### config.mk
export PLATFORM = sky130hd
export DESIGN_NAME = fractional_delay_and_sum_beamformer
export DESIGN_NICKNAME = d
export VERILOG_FILES = /design/src/sv/fdsb_pkg.sv /design/src/sv/fractional_delay_and_sum_beamformer.sv /design/src/sv/fdsb_taps.sv /design/src/sv/fdsb_mix.sv
export VERILOG_INCLUDE_DIRS = /design/src /design/src/sv
export SDC_FILE = /design/constraint.sdc
export NUM_CORES = 2
export LEC_CHECK = 0
export BUFFER_PORTS_ARGS = -buffer_cell sky130_fd_sc_hd__buf_4
export CAP_MARGIN = 30
export CORE_ASPECT_RATIO = 0.9
export CORE_MARGIN = 8
export CORE_UTILIZATION = 30
export CTS_BUF_LIST = sky130_fd_sc_hd__clkbuf_4
export DETAILED_ROUTE_END_ITERATION = 10
export PLACE_DENSITY = 0.53
export SLEW_MARGIN = 20
export SYNTH_ARGS = -nofsm -noshare
export SYNTH_HDL_FRONTEND = slang
export SYNTH_SLANG_ARGS = --single-unit
### constraint.sdc
create_clock -name clk -period 6.31 [get_ports clk]
set_input_delay 0 -clock clk [delete_from_list [all_inputs] [get_ports clk]]
set_output_delay 0 -clock clk [all_outputs]
set_load 0.05 [all_outputs]
### src/sv/fractional_delay_and_sum_beamformer_defines.svh
// ----------------------------------------------------------------------------
// Assertion macros for the fractional delay-and-sum beamformer
// Shared concurrent assertion forms; they expect clk and rst_n in scope.
// ----------------------------------------------------------------------------
`ifndef FRACTIONAL_DELAY_AND_SUM_BEAMFORMER_DEFINES_SVH
`define FRACTIONAL_DELAY_AND_SUM_BEAMFORMER_DEFINES_SVH

// Same-cycle implication
`define FDSB_ASSERT_NOW(lbl, ante, cons) \
    lbl: assert property (@(posedge clk) disable iff (!rst_n) (ante) |-> (cons)) \
        else $error("beamformer assertion failed");

// Next-cycle implication
`define FDSB_ASSERT_NEXT(lbl, ante, cons) \
    lbl: assert property (@(posedge clk) disable iff (!rst_n) (ante) |=> (cons)) \
        else $error("beamformer assertion failed");

`endif

### src/sv/fdsb_pkg.sv
// ----------------------------------------------------------------------------
// fdsb_pkg
// Shared constants and register codes of the fractional delay beamformer.
// ----------------------------------------------------------------------------
package fdsb_pkg;

    // Default parameter values
    localparam int MAX_DELAY_DEF     = 16;
    localparam int SAMPLE_BITS_DEF   = 24;
    localparam int FRACTION_BITS_DEF = 16;

    // Whole-sample delay register width and the taps it can reach
    localparam int WHOLE_BITS   = 4;
    localparam int TAP_COUNT    = (2 ** WHOLE_BITS) + 1;
    localparam int TAP_IDX_BITS = WHOLE_BITS + 1;

    // Configuration register indexes
    localparam int CFG_INDEX_BITS = 1;
    typedef enum logic [CFG_INDEX_BITS-1:0] {
        CFG_DELAY_WHOLE    = 1'b0,
        CFG_DELAY_FRACTION = 1'b1
    } cfg_index_t;

endpackage

### src/sv/fractional_delay_and_sum_beamformer.sv
// ----------------------------------------------------------------------------
// fractional_delay_and_sum_beamformer
// Two-mic delay-and-sum beamformer with linear-interpolated fractional delay.
// ----------------------------------------------------------------------------
// Usage:
//   s_* carries one sample pair per transaction (mic0 low, mic1 high);
//   m_* returns the target beam (low) and the blocking reference (high).
//   Software loads delay_whole (index 0) and delay_fraction (index 1) on the
//   cfg_* port while the stream is idle; a write takes effect on the edge.
//   Three register stages (tap select, interpolation product, result) lie
//   between an accepted sample pair and its result.
//   Throughput: one transaction per cycle; every stage loads a new
//   transaction each cycle while its successor is free or being emptied.
//   Reset clears the mic1 history to zero, both delay registers to zero and
//   all stage valid flags. When m_tready is low the result register holds,
//   the two earlier stages still fill, and s_tready drops only once all
//   three stages hold data.
// ----------------------------------------------------------------------------
module fractional_delay_and_sum_beamformer #(
    parameter int MAX_DELAY     = fdsb_pkg::MAX_DELAY_DEF,
    parameter int SAMPLE_BITS   = fdsb_pkg::SAMPLE_BITS_DEF,
    parameter int FRACTION_BITS = fdsb_pkg::FRACTION_BITS_DEF,
    parameter int DATA_BITS     = ((2 * SAMPLE_BITS + 7) / 8) * 8
) (
    input  logic                                clk,
    input  logic                                rst_n,
    input  logic                                s_tvalid,
    output logic                                s_tready,
    input  logic [DATA_BITS-1:0]                s_tdata,   // mic0_sample, mic1_sample
    output logic                                m_tvalid,
    input  logic                                m_tready,
    output logic [DATA_BITS-1:0]                m_tdata,   // beam_out, blocking_out
    input  logic                                cfg_we,
    input  logic [fdsb_pkg::CFG_INDEX_BITS-1:0] cfg_index,
    input  logic [FRACTION_BITS-1:0]            cfg_data
);

    logic [fdsb_pkg::WHOLE_BITS-1:0] delay_whole_reg;
    logic [FRACTION_BITS-1:0]        delay_fraction_reg;
    logic                            tap_valid;
    logic                            tap_ready;
    logic signed [SAMPLE_BITS-1:0]   mic0_in;
    logic signed [SAMPLE_BITS-1:0]   mic1_in;
    logic signed [SAMPLE_BITS-1:0]   tap_mic0;
    logic signed [SAMPLE_BITS-1:0]   tap_a;
    logic signed [SAMPLE_BITS:0]     tap_diff;
    logic signed [SAMPLE_BITS-1:0]   beam;
    logic signed [SAMPLE_BITS-1:0]   blocking;

    // Configuration registers
    always_ff @(posedge clk or negedge rst_n)
    begin
        if (!rst_n)
        begin
            delay_whole_reg    <= '0;
            delay_fraction_reg <= '0;
        end
        else if (cfg_we)
        begin
            case (fdsb_pkg::cfg_index_t'(cfg_index))
                fdsb_pkg::CFG_DELAY_WHOLE:
                begin
                    delay_whole_reg <= cfg_data[fdsb_pkg::WHOLE_BITS-1:0];
                end
                fdsb_pkg::CFG_DELAY_FRACTION:
                begin
                    delay_fraction_reg <= cfg_data;
                end
                default:
                begin
                    delay_whole_reg <= delay_whole_reg;
                end
            endcase
        end
    end

    // Unpack input transaction
    assign mic0_in = s_tdata[SAMPLE_BITS-1:0];
    assign mic1_in = s_tdata[2*SAMPLE_BITS-1:SAMPLE_BITS];

    fdsb_taps #(
        .MAX_DELAY   (MAX_DELAY),
        .SAMPLE_BITS (SAMPLE_BITS)
    ) u_taps (
        .clk          (clk),
        .rst_n        (rst_n),
        .in_valid     (s_tvalid),
        .in_ready     (s_tready),
        .mic0_in      (mic0_in),
        .mic1_in      (mic1_in),
        .delay_whole  (delay_whole_reg),
        .out_valid    (tap_valid),
        .out_ready    (tap_ready),
        .mic0_out     (tap_mic0),
        .tap_a_out    (tap_a),
        .tap_diff_out (tap_diff)
    );

    fdsb_mix #(
        .SAMPLE_BITS   (SAMPLE_BITS),
        .FRACTION_BITS (FRACTION_BITS)
    ) u_mix (
        .clk            (clk),
        .rst_n          (rst_n),
        .in_valid       (tap_valid),
        .in_ready       (tap_ready),
        .mic0_in        (tap_mic0),
        .tap_a_in       (tap_a),
        .tap_diff_in    (tap_diff),
        .delay_fraction (delay_fraction_reg),
        .out_valid      (m_tvalid),
        .out_ready      (m_tready),
        .beam_out       (beam),
        .blocking_out   (blocking)
    );

    // Pack output transaction, zero padded to whole bytes
    assign m_tdata = DATA_BITS'({blocking, beam});

endmodule

### src/sv/fdsb_taps.sv
// ----------------------------------------------------------------------------
// fdsb_taps
// Second-mic history line and tap selection; registers the chosen tap and
// the difference to the next older tap.
// ----------------------------------------------------------------------------
module fdsb_taps #(
    parameter int MAX_DELAY   = fdsb_pkg::MAX_DELAY_DEF,
    parameter int SAMPLE_BITS = fdsb_pkg::SAMPLE_BITS_DEF
) (
    input  logic                                  clk,
    input  logic                                  rst_n,
    input  logic                                  in_valid,
    output logic                                  in_ready,
    input  logic signed [SAMPLE_BITS-1:0]         mic0_in,
    input  logic signed [SAMPLE_BITS-1:0]         mic1_in,
    input  logic [fdsb_pkg::WHOLE_BITS-1:0]       delay_whole,
    output logic                                  out_valid,
    input  logic                                  out_ready,
    output logic signed [SAMPLE_BITS-1:0]         mic0_out,
    output logic signed [SAMPLE_BITS-1:0]         tap_a_out,
    output logic signed [SAMPLE_BITS:0]           tap_diff_out
);

    logic                          valid_reg;
    logic signed [SAMPLE_BITS-1:0] mic0_reg;
    logic signed [SAMPLE_BITS-1:0] tap_a_reg;
    logic signed [SAMPLE_BITS:0]   tap_diff_reg;
    logic signed [SAMPLE_BITS-1:0] hist_reg [MAX_DELAY];
    logic signed [SAMPLE_BITS-1:0] tap_w [fdsb_pkg::TAP_COUNT];
    logic [fdsb_pkg::TAP_IDX_BITS-1:0] idx_a;
    logic [fdsb_pkg::TAP_IDX_BITS-1:0] idx_b;
    logic signed [SAMPLE_BITS-1:0] tap_a;
    logic signed [SAMPLE_BITS-1:0] tap_b;
    logic signed [SAMPLE_BITS:0]   tap_diff_next;
    logic                          enable;
    logic                          take;

    // Stage moves when empty or when downstream takes its contents
    assign enable   = !valid_reg || out_ready;
    assign in_ready = enable;
    assign take     = in_valid && enable;

    // History shift line, newest sample in entry 0
    genvar gi;
    generate
        for (gi = 0; gi < MAX_DELAY; gi++)
        begin : g_hist
            always_ff @(posedge clk or negedge rst_n)
            begin
                if (!rst_n)
                begin
                    hist_reg[gi] <= '0;
                end
                else if (take)
                begin
                    if (gi == 0)
                    begin
                        hist_reg[gi] <= mic1_in;
                    end
                    else
                    begin
                        hist_reg[gi] <= hist_reg[(gi > 0) ? gi - 1 : 0];
                    end
                end
            end
        end
    endgenerate

    // Tap k: current sample, history entry k-1, or zero past the line
    generate
        for (gi = 0; gi < fdsb_pkg::TAP_COUNT; gi++)
        begin : g_tap
            if (gi == 0)
            begin : g_now
                assign tap_w[gi] = mic1_in;
            end
            else if (gi <= MAX_DELAY)
            begin : g_hist_tap
                assign tap_w[gi] = hist_reg[gi - 1];
            end
            else
            begin : g_zero
                assign tap_w[gi] = '0;
            end
        end
    endgenerate

    // Two adjacent taps picked by the whole-sample delay
    assign idx_a = {1'b0, delay_whole};
    assign idx_b = idx_a + fdsb_pkg::TAP_IDX_BITS'(1);
    assign tap_a = tap_w[idx_a];
    assign tap_b = tap_w[idx_b];
    assign tap_diff_next = {tap_b[SAMPLE_BITS-1], tap_b} - {tap_a[SAMPLE_BITS-1], tap_a};

    // Stage valid
    always_ff @(posedge clk or negedge rst_n)
    begin
        if (!rst_n)
        begin
            valid_reg <= 1'b0;
        end
        else if (enable)
        begin
            valid_reg <= in_valid;
        end
    end

    // Stage payload
    always_ff @(posedge clk)
    begin
        if (take)
        begin
            mic0_reg     <= mic0_in;
            tap_a_reg    <= tap_a;
            tap_diff_reg <= tap_diff_next;
        end
    end

    assign out_valid    = valid_reg;
    assign mic0_out     = mic0_reg;
    assign tap_a_out    = tap_a_reg;
    assign tap_diff_out = tap_diff_reg;

endmodule

### src/sv/fdsb_mix.sv
// ----------------------------------------------------------------------------
// fdsb_mix
// Fractional interpolation product, then half sum and half difference into
// the result register.
// ----------------------------------------------------------------------------
`include "fractional_delay_and_sum_beamformer_defines.svh"

module fdsb_mix #(
    parameter int SAMPLE_BITS   = fdsb_pkg::SAMPLE_BITS_DEF,
    parameter int FRACTION_BITS = fdsb_pkg::FRACTION_BITS_DEF
) (
    input  logic                          clk,
    input  logic                          rst_n,
    input  logic                          in_valid,
    output logic                          in_ready,
    input  logic signed [SAMPLE_BITS-1:0] mic0_in,
    input  logic signed [SAMPLE_BITS-1:0] tap_a_in,
    input  logic signed [SAMPLE_BITS:0]   tap_diff_in,
    input  logic [FRACTION_BITS-1:0]      delay_fraction,
    output logic                          out_valid,
    input  logic                          out_ready,
    output logic signed [SAMPLE_BITS-1:0] beam_out,
    output logic signed [SAMPLE_BITS-1:0] blocking_out
);

    localparam int PROD_W = FRACTION_BITS + SAMPLE_BITS + 2;
    localparam int WIDE_W = SAMPLE_BITS + 2;

    logic                          prod_valid_reg;
    logic signed [PROD_W-1:0]      prod_reg;
    logic signed [SAMPLE_BITS-1:0] tap_a_reg;
    logic signed [SAMPLE_BITS-1:0] mic0_reg;
    logic signed [PROD_W-1:0]      prod_next;
    logic signed [PROD_W-1:0]      prod_shifted;
    logic signed [WIDE_W-1:0]      delayed_wide;
    logic signed [SAMPLE_BITS-1:0] delayed;
    logic signed [SAMPLE_BITS:0]   half_sum;
    logic signed [SAMPLE_BITS:0]   half_dif;
    logic                          out_valid_reg;
    logic signed [SAMPLE_BITS-1:0] beam_reg;
    logic signed [SAMPLE_BITS-1:0] blocking_reg;
    logic                          prod_en;
    logic                          out_en;

    // Stall chain back from the result register
    assign out_en   = !out_valid_reg || out_ready;
    assign prod_en  = !prod_valid_reg || out_en;
    assign in_ready = prod_en;

    // f * (b - a); delayed = a + floor(product / 2^FRACTION_BITS)
    assign prod_next = PROD_W'($signed({1'b0, delay_fraction})) * PROD_W'(tap_diff_in);

    always_ff @(posedge clk or negedge rst_n)
    begin
        if (!rst_n)
        begin
            prod_valid_reg <= 1'b0;
        end
        else if (prod_en)
        begin
            prod_valid_reg <= in_valid;
        end
    end

    always_ff @(posedge clk)
    begin
        if (in_valid && prod_en)
        begin
            prod_reg  <= prod_next;
            tap_a_reg <= tap_a_in;
            mic0_reg  <= mic0_in;
        end
    end

    // Flooring shift, then add back the near tap
    assign prod_shifted = prod_reg >>> FRACTION_BITS;
    assign delayed_wide = WIDE_W'(tap_a_reg) + prod_shifted[WIDE_W-1:0];
    assign delayed      = delayed_wide[SAMPLE_BITS-1:0];

    // Half sum and half difference, floor by dropping the low bit
    assign half_sum = {mic0_reg[SAMPLE_BITS-1], mic0_reg} + {delayed[SAMPLE_BITS-1], delayed};
    assign half_dif = {mic0_reg[SAMPLE_BITS-1], mic0_reg} - {delayed[SAMPLE_BITS-1], delayed};

    // Result register
    always_ff @(posedge clk or negedge rst_n)
    begin
        if (!rst_n)
        begin
            out_valid_reg <= 1'b0;
        end
        else if (out_en)
        begin
            out_valid_reg <= prod_valid_reg;
        end
    end

    always_ff @(posedge clk)
    begin
        if (prod_valid_reg && out_en)
        begin
            beam_reg     <= half_sum[SAMPLE_BITS:1];
            blocking_reg <= half_dif[SAMPLE_BITS:1];
        end
    end

    assign out_valid    = out_valid_reg;
    assign beam_out     = beam_reg;
    assign blocking_out = blocking_reg;

    // A product held behind a stalled result is neither lost nor changed
    `FDSB_ASSERT_NEXT(a_prod_held, prod_valid_reg && out_valid_reg && !out_ready, prod_valid_reg && $stable(prod_reg))
    // Upstream is only held off when both stages are full and the output stalls
    `FDSB_ASSERT_NOW(a_ready_low, !in_ready, prod_valid_reg && out_valid_reg && !out_ready)
    // A product moving forward always becomes a result
    `FDSB_ASSERT_NEXT(a_prod_to_out, prod_valid_reg && out_en, out_valid_reg)
    // A transaction taken from the tap stage always lands in the product stage
    `FDSB_ASSERT_NEXT(a_in_to_prod, in_valid && prod_en, prod_valid_reg)

endmodule

==> metrics.txt <==
max-cap violations 0; maximum number of pins on one net before global-route repair 196; endpoint of the lowest-slack register-to-register path u_mix.prod_reg[38]$_DFFE_PP_; R2R Setup Slk 80 ps; largest stage delay on the critical path 540 ps; critical path depth in cells 22; Fmax 161 MHz; fraction of final layout cells sized beyond drive strength 1 17.9%; Setup Crit Path Kind flop to flop; Data required, critical path 7280 ps; maximum level of the CTS H-tree 4; vias in the first global route 34500; number of nets with antenna violations after routing 0; post-CTS clock slew at the launch and capture registers of the worst setup and hold paths 70 ps; Die X-Extent 425 um; buffer and inverter count on the worst path 7; leading register cell type out of synthesis dfrtp_1; first-pass detailed-route iteration total 5; max-slew violation count 0; number of antenna violations at the first check in global routing 6; routed wirelength normalized by instance count 17.3 um; data arrival time at the worst-slack endpoint 7200 ps; setup-violating endpoint count in the final report 0; number of buffers between clock root and the deepest sink 3; worst max-slew margin expressed relative to the limit 33.1%; IO Port Bufs 119; wire length after detailed routing 123 mm; routed via count 33200; element type at the critical path start flop; Hold Path Cell Cnt 3; area grow syn2layout 19.9%; most common cell after layout, fill and taps aside nand2_1; number of ports placed on the die boundary 120; number of buffers added by the clock tree synthesis step 169; CTS sink count 600; nature of the critical path endpoint flop; highest-count cells in the layout ignoring fill and taps nand2_1 (1524), inv_1 (521), dfrtp_1 (403); post-synth cell types 72; die outline area 0.163 sq mm; max reg flops 384; worst-margin pin slew 1000 ps; Yosys warning count 0; Synth Area per Inst 9.98 sq um; global route total overflow 0; fin crit period 6230 ps; register bit count reported by yosys 600; number of placement rows 135; drt first-iter violations 2381; height of the chip 384 um; worst min path class input pin to flop; post-synthesis cell area 0.0451 sq mm; first-pass GRT wire length 196 mm; nets 5605; CP max FO 6; setup repair after global routing missed its margin yes; Worst path most repeated cell fa_1; clock tree from TritonCTS built; initial standard-cell utilization of the core 30.1%; reg2reg start delay_fraction_reg[6]$_DFFE_PN0P_; Hold WS 206 ps; root buffer cell clkbuf_4; synthesized netlist net count 5162; end point of the worst hold path u_taps.mic0_out[2]$_DFFE_PP_; via density per instance 4.68; remaining design rule violation count 0; share of synthesized registers carrying an async set or reset 67.8%; crit-path leading delay family adder cells; clk_lat worst skew 1130 ps; slowest stage cell, crit path fa_2; Synth Instances 4521; Seq/Total Area, Yosys 35.4%; cells along the critical path buf_12 -> buf_4 -> and2_1 -> fa_1 -> inv_1 -> fa_1 -> fa_2 -> inv_2 -> fa_2 -> fa_1 -> inv_1 -> fa_1 -> inv_1 -> ha_4 -> nand3_4 -> or3_4 -> a211o_4 -> a211oi_2 -> buf_4 -> o221ai_4 -> a2111o_1 -> o211ai_2; FF-to-FF path depth 22; global-route usage over all layers 15.1%; critical hold path startpoint s_tdata[2]; Post-Route Skew 104 ps; HPWL Detailed 85.5 mm; area of the placeable core 0.150 sq mm; number of hold violations in the final report 0; period utilisation layout 98.7%; status complete, no violations; number of enable flip-flop cells after synthesis 193; final RePlAce weighted congestion 0.843; CP startpoint delay_fraction_reg[6]$_DFFE_PN0P_
## cell families (layout without fill, tap and decap cells)
logic type | count (synthesis) | count (layout) | share of synthesized area [%]
simple gates | 1941 | 1941 | 18.0
compound gates | 290 | 290 | 4.40
other cells | 0 | 10 | 0
mux | 241 | 241 | 11.4
xor+xnor | 115 | 115 | 2.23
fa+ha+maj | 571 | 571 | 22.2
buf+inv | 763 | 1338 | 6.36
flops | 600 | 600 | 35.4
## worst register-to-register path, cell delays in order, from the launching register on
cell      delay (ps)
dfrtp_1          410
buf_12           150
buf_4            150
and2_1           150
fa_1             490
inv_1             60
fa_1             480
fa_2             540
inv_2             40
fa_2             420
fa_1             530
inv_1             50
fa_1             490
inv_1             70
ha_4             290
nand3_4           80
or3_4            380
a211o_4          300
a211oi_2         210
buf_4            160
o221ai_4         130
a2111o_1         400
o211ai_2          70
## repair_timing
item	4_1_cts	5_1_grt
setup buffers	8	17
hold buffers	182	0
gates resized for setup	20	32
endpoints found under the hold margin	808	0
setup endpoints to repair	4	16
pin swaps	29	25
## worst max path at each step
stage	to	slack (ps)
final	u_mix.prod_reg[38]$_DFFE_PP_	80
after global routing	u_mix.prod_reg[36]$_DFFE_PP_	-160
after CTS	u_mix.prod_reg[36]$_DFFE_PP_	2
after detailed placement	u_mix.prod_reg[38]$_DFFE_PP_	-130
after global placement	u_mix.prod_reg[38]$_DFFE_PP_	-60
after floorplan	u_mix.prod_reg[36]$_DFFE_PP_	50
## stage by stage
step / utilization (%) / cell area [sq um] / cells / worst slack, ps / TNS (ps)
finish: 36.1 / 54100 / 7092 / 82.9 / 0
global route: 36.1 / 54100 / 7088 / -157 / -562
CTS: 35.9 / 53700 / 7063 / 2.36 / 0
detailed placement: 33.0 / 49500 / 6570 / -130 / -376
global placement: 33.0 / 49400 / 6567 / -62.4 / -130
floorplan: - / 45100 / 4521 / 50.8 / 0
## routing by layer
| metal | vias up | wire, um | GRT usage [%] |
|---|---|---|---|
| li1 | 15600 | - | - |
| met2 | 806 | 54700 | 23.2 |
| met4 | 2 | 3450 | 4.96 |
| met3 | 193 | 8180 | 3.94 |
| met1 | 16600 | 56400 | 20.7 |
| met5 | - | 13 | 0 |
## synthesized netlist by cell type (all sizes together), types with 25 or more instances
| master | instances | area share (%) |
|---|---|---|
| and2 | 159 | 2.2 |
| nand2 | 1528 | 13 |
| xor2 | 34 | 0.66 |
| nand3b | 25 | 0.42 |
| nor3 | 33 | 0.37 |
| fa | 381 | 17 |
| buf | 35 | 0.30 |
| o21ai | 46 | 0.51 |
| clkbuf | 203 | 1.7 |
| a21o | 25 | 0.42 |
| a21oi | 84 | 0.93 |
| inv | 525 | 4.4 |
| xnor2 | 81 | 1.6 |
| mux4 | 216 | 11 |
| ha | 190 | 5.3 |
| dfrtp | 407 | 23 |
| edfxtp | 193 | 13 |
| nand3 | 45 | 0.50 |
| nor2 | 67 | 0.56 |
## layout make-up
class                      instances  area, sq um
sequential                       600        16000
fill                           15000        95700
tap                             1986         2480
inverter                         525         1980
multi-input combinational       3158        26600
timing repair buffer             510         4780
clock buffer                     257         1930
antenna                           10         25.0
clock inverter                    46          327
Power is left out: the tool's default activity adds up to more than one toggle a clock period on the data nets, which glitch-free logic cannot reach.
